<file path="src/sv/poeh_pkg.sv">
// Shared types, constants and helper functions for the pot oversampling filter.
// Depends on nothing; every other file in the block imports this package.
package poeh_pkg;

  localparam int unsigned NUM_POTS_DEF = 5;
  localparam int unsigned MAP_LEN      = 5;
  localparam int unsigned QUEUE_DEPTH  = 2;

  localparam int unsigned CHAN_W   = 4;
  localparam int unsigned SAMPLE_W = 12;
  localparam int unsigned POT_W    = 3;
  localparam int unsigned SUM_W    = 18;
  localparam int unsigned CNT_W    = 7;
  localparam int unsigned ALPHA_W  = 16;
  localparam int unsigned GAIN_W   = 16;
  localparam int unsigned CFG_IDX_W  = 4;
  localparam int unsigned CFG_DATA_W = 16;

  localparam logic [SAMPLE_W-1:0] ADC_MAX    = 12'd4095;
  localparam logic [CNT_W-1:0]    MAX_WINDOW = 7'd64;

  localparam logic [CNT_W-1:0]    OVERSAMPLE_RST = 7'd8;
  localparam logic [ALPHA_W-1:0]  ALPHA_RST      = 16'd16384;
  localparam logic [SAMPLE_W-1:0] HYST_BASE_RST  = 12'd8;
  localparam logic [GAIN_W-1:0]   HYST_GAIN_RST  = 16'd3277;

  // Converter channels that carry pots, in pot order.
  localparam logic [CHAN_W-1:0] CHAN_POT0 = 4'd0;
  localparam logic [CHAN_W-1:0] CHAN_POT1 = 4'd1;
  localparam logic [CHAN_W-1:0] CHAN_POT2 = 4'd3;
  localparam logic [CHAN_W-1:0] CHAN_POT3 = 4'd4;
  localparam logic [CHAN_W-1:0] CHAN_POT4 = 4'd5;

  localparam logic [CHAN_W-1:0] CHAN_MAP [MAP_LEN] = '{
    CHAN_POT0, CHAN_POT1, CHAN_POT2, CHAN_POT3, CHAN_POT4
  };

  typedef enum logic [CFG_IDX_W-1:0] {
    REG_OVERSAMPLE = 4'd0,
    REG_EMA_ALPHA  = 4'd1,
    REG_HYST_BASE  = 4'd2,
    REG_HYST_GAIN  = 4'd3
  } cfg_reg_e;

  typedef struct packed {
    logic [CHAN_W-1:0]   adc_channel;
    logic [SAMPLE_W-1:0] sample;
  } in_item_t;

  typedef struct packed {
    logic [POT_W-1:0]    pot_index;
    logic [SAMPLE_W-1:0] filtered;
    logic [SAMPLE_W-1:0] stable;
    logic                stable_changed;
  } out_item_t;

  // Completed window handed from the front to the back.
  typedef struct packed {
    logic [POT_W-1:0] pot;
    logic [SUM_W-1:0] sum;
    logic [CNT_W-1:0] count;
  } job_t;

  typedef struct packed {
    logic [ALPHA_W-1:0]  ema_alpha;
    logic [SAMPLE_W-1:0] hyst_base;
    logic [GAIN_W-1:0]   hyst_gain;
  } filt_cfg_t;

  typedef struct packed {
    logic             hit;
    logic [POT_W-1:0] pot;
  } pot_map_t;

  function automatic pot_map_t map_channel(logic [CHAN_W-1:0] ch);
    pot_map_t m;
    m.hit = 1'b0;
    m.pot = '0;
    for (int i = MAP_LEN - 1; i >= 0; i--) begin
      if (CHAN_MAP[i] == ch) begin
        m.hit = 1'b1;
        m.pot = POT_W'(i);
      end
    end
    return m;
  endfunction

endpackage

</file>
<file path="src/sv/poeh_queue.sv">
// Small register queue carrying completed windows from the front to the back.
// Depends on poeh_pkg for the job type.
module poeh_queue import poeh_pkg::*; #(
  parameter int unsigned Depth = QUEUE_DEPTH
) (
  input  logic clk_i,
  input  logic rst_ni,
  input  logic push_valid_i,
  input  job_t push_data_i,
  output logic push_ready_o,
  output logic pop_valid_o,
  output job_t pop_data_o,
  input  logic pop_ready_i
);

  localparam int unsigned PtrW = (Depth > 1) ? $clog2(Depth) : 1;
  localparam int unsigned CntW = $clog2(Depth + 1);

  job_t            mem_q [Depth];
  logic [PtrW-1:0] wr_ptr_q, rd_ptr_q;
  logic [CntW-1:0] cnt_q;
  logic            push, pop;

  assign push_ready_o = (cnt_q != CntW'(Depth));
  assign pop_valid_o  = (cnt_q != '0);
  assign pop_data_o   = mem_q[rd_ptr_q];
  assign push = push_valid_i && push_ready_o;
  assign pop  = pop_valid_o && pop_ready_i;

  always_ff @(posedge clk_i or negedge rst_ni) begin
    if (!rst_ni) begin
      wr_ptr_q <= '0;
      rd_ptr_q <= '0;
      cnt_q    <= '0;
    end else begin
      if (push) begin
        wr_ptr_q <= (wr_ptr_q == PtrW'(Depth - 1)) ? '0 : wr_ptr_q + 1'b1;
      end
      if (pop) begin
        rd_ptr_q <= (rd_ptr_q == PtrW'(Depth - 1)) ? '0 : rd_ptr_q + 1'b1;
      end
      if (push && !pop) begin
        cnt_q <= cnt_q + 1'b1;
      end else if (pop && !push) begin
        cnt_q <= cnt_q - 1'b1;
      end
    end
  end

  always_ff @(posedge clk_i) begin
    if (push) begin
      mem_q[wr_ptr_q] <= push_data_i;
    end
  end

endmodule

</file>
<file path="src/sv/poeh_front.sv">
// Front end: maps converter channels to pots and accumulates window sums.
// Depends on poeh_pkg; hands each completed window to the queue.
module poeh_front import poeh_pkg::*; #(
  parameter int unsigned NUM_POTS = NUM_POTS_DEF
) (
  input  logic             clk_i,
  input  logic             rst_ni,
  input  logic [CNT_W-1:0] win_len_i,
  input  logic             in_valid_i,
  input  in_item_t         in_data_i,
  output logic             in_ready_o,
  output logic             push_valid_o,
  output job_t             push_data_o,
  input  logic             push_ready_i
);

  localparam int unsigned PotW = (NUM_POTS > 1) ? $clog2(NUM_POTS) : 1;

  logic [SUM_W-1:0] sum_q [NUM_POTS];
  logic [CNT_W-1:0] cnt_q [NUM_POTS];

  pot_map_t         map;
  logic             hit, fire, done;
  logic [PotW-1:0]  idx;
  logic [SUM_W-1:0] sum_d;
  logic [CNT_W-1:0] cnt_d;

  assign map   = map_channel(in_data_i.adc_channel);
  assign hit   = map.hit && (32'(map.pot) < NUM_POTS);
  assign idx   = PotW'(map.pot);
  assign sum_d = sum_q[idx] + SUM_W'(in_data_i.sample);
  assign cnt_d = cnt_q[idx] + 1'b1;
  assign done  = (cnt_d >= win_len_i);

  // A transfer is taken only while the queue has room for a possible window.
  assign in_ready_o = push_ready_i;
  assign fire       = in_valid_i && in_ready_o && hit;

  assign push_valid_o      = fire && done;
  assign push_data_o.pot   = map.pot;
  assign push_data_o.sum   = sum_d;
  assign push_data_o.count = cnt_d;

  always_ff @(posedge clk_i or negedge rst_ni) begin
    if (!rst_ni) begin
      for (int i = 0; i < NUM_POTS; i++) begin
        sum_q[i] <= '0;
        cnt_q[i] <= '0;
      end
    end else if (fire) begin
      sum_q[idx] <= done ? '0 : sum_d;
      cnt_q[idx] <= done ? '0 : cnt_d;
    end
  end

endmodule

</file>
<file path="src/sv/poeh_back.sv">
// Back end: divides the window sum, runs the EMA and the adaptive hysteresis.
// Depends on poeh_pkg; holds per-pot filter and stable values and the result register.
module poeh_back import poeh_pkg::*; #(
  parameter int unsigned NUM_POTS = NUM_POTS_DEF
) (
  input  logic      clk_i,
  input  logic      rst_ni,
  input  filt_cfg_t cfg_i,
  input  logic      pop_valid_i,
  input  job_t      pop_data_i,
  output logic      pop_ready_o,
  output logic      out_valid_o,
  output out_item_t out_data_o,
  input  logic      out_ready_i
);

  localparam int unsigned PotW  = (NUM_POTS > 1) ? $clog2(NUM_POTS) : 1;
  localparam int unsigned StepW = $clog2(SUM_W);
  localparam int unsigned PrdW  = SAMPLE_W + 1 + ALPHA_W + 1;
  localparam int unsigned HPrdW = SAMPLE_W + GAIN_W;

  typedef enum logic [5:0] {
    S_IDLE     = 6'b000001,
    S_DIV      = 6'b000010,
    S_EMA_MUL  = 6'b000100,
    S_EMA_ADD  = 6'b001000,
    S_HYST_MUL = 6'b010000,
    S_HYST_CMP = 6'b100000
  } state_e;

  state_e state_q, state_d;

  logic [SAMPLE_W-1:0] filt_q [NUM_POTS];
  logic [SAMPLE_W-1:0] stab_q [NUM_POTS];

  logic [POT_W-1:0]        pot_q;
  logic [SUM_W-1:0]        quo_q;
  logic [CNT_W-1:0]        rem_q, div_q;
  logic [StepW-1:0]        step_q;
  logic signed [PrdW-1:0]  prod_q;
  logic [SAMPLE_W-1:0]     f_q, mag_q;
  logic [HPrdW-1:0]        hprod_q;
  logic                    out_valid_q;
  out_item_t               out_q;

  logic [PotW-1:0]           idx;
  logic [CNT_W:0]            trial, diff;
  logic                      ge;
  logic [SAMPLE_W-1:0]       avg, y, s, f_new, mag;
  logic signed [SAMPLE_W:0]  d;
  logic signed [ALPHA_W:0]   alpha_s;
  logic signed [SAMPLE_W+1:0] r;
  logic [SAMPLE_W:0]         adapt;
  logic                      changed, out_free;

  assign idx     = PotW'(pot_q);
  assign y       = filt_q[idx];
  assign s       = stab_q[idx];
  assign out_free = !out_valid_q || out_ready_i;

  // One quotient bit per cycle, restoring division.
  assign trial = {rem_q, quo_q[SUM_W-1]};
  assign ge    = (trial >= {1'b0, div_q});
  assign diff  = trial - {1'b0, div_q};

  assign avg     = (quo_q > SUM_W'(ADC_MAX)) ? ADC_MAX : quo_q[SAMPLE_W-1:0];
  assign d       = $signed({1'b0, avg}) - $signed({1'b0, y});
  assign alpha_s = $signed({1'b0, cfg_i.ema_alpha});

  // The upper product bits are the flooring shift by 16.
  assign r = $signed({2'b00, y}) + prod_q[PrdW-1:ALPHA_W];
  always_comb begin
    if (r < 0) begin
      f_new = '0;
    end else if (r > $signed({2'b00, ADC_MAX})) begin
      f_new = ADC_MAX;
    end else begin
      f_new = r[SAMPLE_W-1:0];
    end
  end

  assign mag     = (f_q > s) ? f_q - s : s - f_q;
  assign adapt   = {1'b0, cfg_i.hyst_base} + {1'b0, hprod_q[HPrdW-1:GAIN_W]};
  assign changed = ({1'b0, mag_q} > adapt);

  assign pop_ready_o = (state_q == S_IDLE);
  assign out_valid_o = out_valid_q;
  assign out_data_o  = out_q;

  always_comb begin
    state_d = state_q;
    unique case (state_q)
      S_IDLE:     if (pop_valid_i) state_d = S_DIV;
      S_DIV:      if (step_q == StepW'(SUM_W - 1)) state_d = S_EMA_MUL;
      S_EMA_MUL:  state_d = S_EMA_ADD;
      S_EMA_ADD:  state_d = S_HYST_MUL;
      S_HYST_MUL: state_d = S_HYST_CMP;
      S_HYST_CMP: if (out_free) state_d = S_IDLE;
      default:    state_d = S_IDLE;
    endcase
  end

  always_ff @(posedge clk_i or negedge rst_ni) begin
    if (!rst_ni) begin
      state_q     <= S_IDLE;
      out_valid_q <= 1'b0;
      for (int i = 0; i < NUM_POTS; i++) begin
        filt_q[i] <= '0;
        stab_q[i] <= '0;
      end
    end else begin
      state_q <= state_d;
      if (state_q == S_EMA_ADD) begin
        filt_q[idx] <= f_new;
      end
      if (state_q == S_HYST_CMP && out_free) begin
        out_valid_q <= 1'b1;
        if (changed) begin
          stab_q[idx] <= f_q;
        end
      end else if (out_ready_i) begin
        out_valid_q <= 1'b0;
      end
    end
  end

  always_ff @(posedge clk_i) begin
    unique case (state_q)
      S_IDLE: begin
        pot_q  <= pop_data_i.pot;
        quo_q  <= pop_data_i.sum;
        div_q  <= pop_data_i.count;
        rem_q  <= '0;
        step_q <= '0;
      end
      S_DIV: begin
        rem_q  <= ge ? diff[CNT_W-1:0] : trial[CNT_W-1:0];
        quo_q  <= {quo_q[SUM_W-2:0], ge};
        step_q <= step_q + 1'b1;
      end
      S_EMA_MUL:  prod_q <= d * alpha_s;
      S_EMA_ADD:  f_q <= f_new;
      S_HYST_MUL: begin
        mag_q   <= mag;
        hprod_q <= mag * cfg_i.hyst_gain;
      end
      S_HYST_CMP: begin
        if (out_free) begin
          out_q.pot_index      <= pot_q;
          out_q.filtered       <= f_q;
          out_q.stable         <= changed ? f_q : s;
          out_q.stable_changed <= changed;
        end
      end
      default: ;
    endcase
  end

endmodule

</file>
<file path="src/sv/pot_oversample_ema_hysteresis.sv">
// Top level of the pot oversampling filter: configuration registers and wiring.
// Depends on poeh_pkg, poeh_front, poeh_queue and poeh_back.
//
//   Channel | Handshake              | Payload
//   --------+------------------------+-------------------------------------
//   in      | in_valid_i/in_ready_o  | in_data_i  (adc_channel, sample)
//   out     | out_valid_o/out_ready_i| out_data_o (pot_index, filtered, ...)
//   cfg     | cfg_valid_i/cfg_ready_o| cfg_index_i, cfg_data_i
//
// The front takes one sample per cycle while the window queue has room.
// A completed window occupies the back while it is loaded, run through the
// bit-serial divider, then two EMA steps and two hysteresis steps. Its result
// is registered; the back takes no new window until then.
// Reset clears all window sums, counts, filter and stable values at once.
// A stalled output holds the back, which then fills the queue and stalls the input.
module pot_oversample_ema_hysteresis import poeh_pkg::*; #(
  parameter int unsigned NUM_POTS = NUM_POTS_DEF
) (
  input  logic                  clk_i,
  input  logic                  rst_ni,
  input  logic                  in_valid_i,
  output logic                  in_ready_o,
  input  in_item_t              in_data_i,
  output logic                  out_valid_o,
  input  logic                  out_ready_i,
  output out_item_t             out_data_o,
  input  logic                  cfg_valid_i,
  output logic                  cfg_ready_o,
  input  logic [CFG_IDX_W-1:0]  cfg_index_i,
  input  logic [CFG_DATA_W-1:0] cfg_data_i
);

  logic [CNT_W-1:0] oversample_q, win_len;
  filt_cfg_t        cfg_q;
  logic             push_valid, push_ready, pop_valid, pop_ready;
  job_t             push_data, pop_data;

  assign cfg_ready_o = 1'b1;

  always_ff @(posedge clk_i or negedge rst_ni) begin
    if (!rst_ni) begin
      oversample_q    <= OVERSAMPLE_RST;
      cfg_q.ema_alpha <= ALPHA_RST;
      cfg_q.hyst_base <= HYST_BASE_RST;
      cfg_q.hyst_gain <= HYST_GAIN_RST;
    end else if (cfg_valid_i) begin
      unique case (cfg_index_i)
        REG_OVERSAMPLE: oversample_q    <= cfg_data_i[CNT_W-1:0];
        REG_EMA_ALPHA:  cfg_q.ema_alpha <= cfg_data_i[ALPHA_W-1:0];
        REG_HYST_BASE:  cfg_q.hyst_base <= cfg_data_i[SAMPLE_W-1:0];
        REG_HYST_GAIN:  cfg_q.hyst_gain <= cfg_data_i[GAIN_W-1:0];
        default: ;
      endcase
    end
  end

  // A zero count acts as one; counts above the maximum saturate.
  always_comb begin
    if (oversample_q == '0) begin
      win_len = CNT_W'(1);
    end else if (oversample_q > MAX_WINDOW) begin
      win_len = MAX_WINDOW;
    end else begin
      win_len = oversample_q;
    end
  end

  poeh_front #(.NUM_POTS(NUM_POTS)) u_front (
    .clk_i,
    .rst_ni,
    .win_len_i    (win_len),
    .in_valid_i,
    .in_data_i,
    .in_ready_o,
    .push_valid_o (push_valid),
    .push_data_o  (push_data),
    .push_ready_i (push_ready)
  );

  poeh_queue #(.Depth(QUEUE_DEPTH)) u_queue (
    .clk_i,
    .rst_ni,
    .push_valid_i (push_valid),
    .push_data_i  (push_data),
    .push_ready_o (push_ready),
    .pop_valid_o  (pop_valid),
    .pop_data_o   (pop_data),
    .pop_ready_i  (pop_ready)
  );

  poeh_back #(.NUM_POTS(NUM_POTS)) u_back (
    .clk_i,
    .rst_ni,
    .cfg_i       (cfg_q),
    .pop_valid_i (pop_valid),
    .pop_data_i  (pop_data),
    .pop_ready_o (pop_ready),
    .out_valid_o,
    .out_data_o,
    .out_ready_i
  );

endmodule

</file>
<file path="config.mk">
export PLATFORM = sky130hd
export DESIGN_NAME = pot_oversample_ema_hysteresis
export DESIGN_NICKNAME = d
export VERILOG_FILES = /design/src/sv/poeh_pkg.sv /design/src/sv/poeh_queue.sv /design/src/sv/poeh_front.sv /design/src/sv/poeh_back.sv /design/src/sv/pot_oversample_ema_hysteresis.sv
export SDC_FILE = /design/constraint.sdc
export NUM_CORES = 2
export LEC_CHECK = 0
export BUFFER_PORTS_ARGS = -buffer_cell sky130_fd_sc_hd__buf_2
export CORE_ASPECT_RATIO = 0.8
export CORE_UTILIZATION = 42
export CTS_CLUSTER_DIAMETER = 30
export DETAILED_ROUTE_END_ITERATION = 6
export PLACE_DENSITY = 0.54
export SLEW_MARGIN = 20
export SYNTH_ARGS = -nofsm -noshare
export SYNTH_HDL_FRONTEND = slang
export SYNTH_SLANG_ARGS = --single-unit
</file>
<file path="constraint.sdc">
create_clock -name clk_i -period 13 [get_ports clk_i]
set_clock_uncertainty 0.05 [all_clocks]
set_input_delay 0.65 -clock clk_i [delete_from_list [all_inputs] [get_ports clk_i]]
set_output_delay 0.65 -clock clk_i [all_outputs]
set_load 0.005 [all_outputs]
</file>
==> impl_metrics.tcl <==
set metrics [dict create \
    io_pins 72 \
    cts-buffers-inserted 100 \
    cts_tree "done" \
    post_cts_buffers 0 \
    area_growth_pct 14.7 \
    min_period_over_period_pct 92.1 \
    tns_ns 0 \
    initial_core_util_pct 42.6 \
    place_hpwl_mm 68.5 \
    antenna_found_initial 2 \
    nets 4072 \
    die_w_um 329 \
    relSlewSlack_pct 23.5 \
    cp.required_ns 13.33 \
    drtIter0Drc 1601 \
    viasPerCell 5.40 \
    fmax_mhz 83.5 \
    synth_seq_cells 481 \
    hold_viol 0 \
    synth_edf_count 174 \
    syn_avg_cell_area_um2 10.6 \
    start_kind "register" \
    synthCells 3394 \
    path_class "reg -> reg" \
    fp-row-count 95 \
    wire_per_inst_um 20.2 \
    ys_async_sr_fraction_pct 63.8 \
    slowest_delay_ns 0.87 \
    syn_nets 3995 \
    clockRootBuffer "clkbuf_16" \
    cts_buffer_depth 3 \
    yosysUniqueCellTypes 91 \
    placeableCoreArea_um2 84400 \
    failed_checks "design-rule violations" \
    period_needed_ns 11.97 \
    final_common_cell "nand2_1" \
    worstPathArrival_ns 12.31 \
    antenna_left 0 \
    drcViolationCount 18 \
    drive_gt1_share_pct 17.6 \
    endpoint_kind "register" \
    critPathSlowestCell "nor3_2" \
    finalWirelength_mm 94.4 \
    reg2reg_slack_ns 1.03 \
    grt_util_all_layers_pct 22.3 \
    grt_pass1_vias 26344 \
    io_buffers 70 \
    dieArea_um2 86800 \
    outcome "complete, but fails checks" \
    cts_max_level 3 \
    critPathMaxFanout 18 \
    rsz0062_at_grt "false" \
    die_h_um 264 \
    holdCritPathClass "in -> reg" \
    yosys_warnings 0 \
    final_cell_mix "496 x nand2_1, 386 x inv_1, 299 x fa_1" \
    vias 25246 \
    insertion_delay_ns 0.66 \
    report.final.slew_viol_count 0 \
    clk_pin_slew_ns 0.05 \
    syn_area_um2 36000 \
    grt_pass1_wl_mm 151 \
    cap_violations 0 \
    place_congestion 0.876 \
    grt_overflow 0 \
    drt_first_pass_iters 7 \
    setup-violations-final 0 \
    ys_seq_area_share_pct 35.9 \
    crit_top_cell "fa_1" \
    synth_ff_type "dfrtp_1" \
    worstMarginPinSlew_ns 1.14 \
    grt_max_degree 100 \
    cts.sinks 481 \
]
[Yosys cell counts (all sizes together) (5+ instances only)]
cell type / instances / share of area (%)
mux2i: 43 / 1.2
nor3b: 9 / 0.19
nand2: 496 / 5.2
a222oi: 5 / 0.14
xor2: 31 / 0.82
or3: 10 / 0.17
ha: 261 / 9.1
nor2: 119 / 1.2
o31ai: 8 / 0.17
edfxtp: 174 / 15
nand4: 16 / 0.31
a21oi: 141 / 2.0
or2: 21 / 0.37
a21o: 31 / 0.65
and2: 96 / 1.7
inv: 388 / 4.0
buf: 38 / 0.64
a22o: 14 / 0.34
o21bai: 18 / 0.39
o21a: 33 / 0.71
nor3: 25 / 0.36
o22ai: 17 / 0.30
a21boi: 5 / 0.10
mux4: 13 / 0.81
xnor2: 61 / 1.5
a311oi: 14 / 0.34
nor4b: 5 / 0.16
and3: 13 / 0.23
a31oi: 5 / 0.10
nor2b: 33 / 0.57
nand2b: 28 / 0.49
fa: 299 / 17
dfrtp: 296 / 21
dfstp: 11 / 0.80
a211oi: 8 / 0.17
mux2: 235 / 7.4
clkbuf: 113 / 1.2
nand3: 31 / 0.43
o21ai: 147 / 2.1
nor4: 7 / 0.12
o31a: 7 / 0.17
o211ai: 6 / 0.13
[sequential cells by signal, indices dropped and copies added (netlist names)]
name                flops
u_back.mag_q           12
u_front.sum_q          90
u_back.f_q             12
u_back.out_data_o      28
u_front.cnt_q          35
u_back.state_q          6
u_back.quo_q           18
oversample_q            7
u_back.rem_q            7
u_queue.wr_ptr_q        1
u_back.out_valid_o      1
u_back.prod_q          14
u_back.div_q            7
u_back.filt_q          60
u_back.step_q           5
u_back.hprod_q         12
u_queue.cnt_q           2
u_back.idx              3
u_queue.rd_ptr_q        1
cfg_q                  44
u_back.stab_q          60
u_queue.mem_q          56
[repair_timing]
action	in CTS	in global routing
hold buffers	1	0
resized for setup	0	0
endpoints found under the setup margin	0	0
hold endpoints to repair	50	0
[cell type report]
class                      count  area [um^2]
clock inverter                77          956
sequential                   481        12900
tap                         1115         1400
clock buffer                 112         2690
antenna                        2         5.00
fill                        7689        43100
multi-input combinational   2370        21000
inverter                     392         1470
timing repair buffer         126          807
[path summary, 6_finish.rpt]
path,endpoint,depth (start not counted),start
max reg2reg,u_back.hprod_q[27]$_DFFE_PP_,33,u_back.idx[2]$_DFFE_PP_
min,cfg_q[14]$_DFFE_PN0P_,2,cfg_data_i[14]
max,u_back.hprod_q[27]$_DFFE_PP_,33,u_back.idx[2]$_DFFE_PP_
max in group asynchronous,u_front.sum_q[56]$_DFFE_PN0P_,6,rst_ni
min in group asynchronous,u_back.filt_q[28]$_DFFE_PN0P_,2,rst_ni
min reg2reg,u_front.cnt_q[30]$_DFFE_PN0P_,2,u_front.cnt_q[30]$_DFFE_PN0P_
[metal layers]
| layer | wire length [um] | track usage [%] |
|---|---|---|
| met1 | 44900 | 32.6 |
| met2 | 43000 | 34.5 |
| met3 | 4660 | 3.38 |
| met4 | 1850 | 5.32 |
| met5 | 0 | 0 |
[worst max-delay path, delay by kind of cell, from the launching register on]
| family | cells | cell delay [ns] |
|---|---|---|
| multiplexers | 1 | 0.42 |
| flip-flops | 1 | 0.65 |
| adder cells (fa/ha/maj) | 8 | 3.48 |
| AND/OR/NAND/NOR | 5 | 1.54 |
| AO/OA/AOI/OAI | 12 | 4.01 |
| buffers and inverters | 5 | 0.61 |
| XOR/XNOR | 2 | 0.93 |
[through the flow]
step / std cells / instance area (um^2) / utilization [%] / hold WS (ns) / setup WS, ns
after floorplan: 3394 / 36000 / - / 0.304 / 3.35
after global placement: 4482 / 37500 / 44.5 / 0.406 / 1.55
after detailed placement: 4482 / 37500 / 44.5 / 0.420 / 1.24
after CTS: 4672 / 41200 / 48.8 / 0.166 / 1.16
after global routing: 4673 / 41200 / 48.9 / 0.196 / 0.342
final: 4675 / 41200 / 48.9 / 0.218 / 1.03
[logic make-up (layout without fill, tap and decap cells)]
| kind of cell | Yosys count | after routing | share of synthesized area, % |
|---|---|---|---|
| xor+xnor | 92 | 92 | 2.32 |
| flops | 481 | 481 | 35.9 |
| compound gates | 496 | 496 | 8.75 |
| other cells | 1 | 3 | 0.0104 |
| buf+inv | 543 | 707 | 5.92 |
| simple gates | 930 | 930 | 12.0 |
| mux | 291 | 291 | 9.37 |
| fa+ha+maj | 560 | 560 | 25.7 |
Power is not shown: default switching activity piles up to over one toggle a cycle in this logic, so the estimate is an artifact.
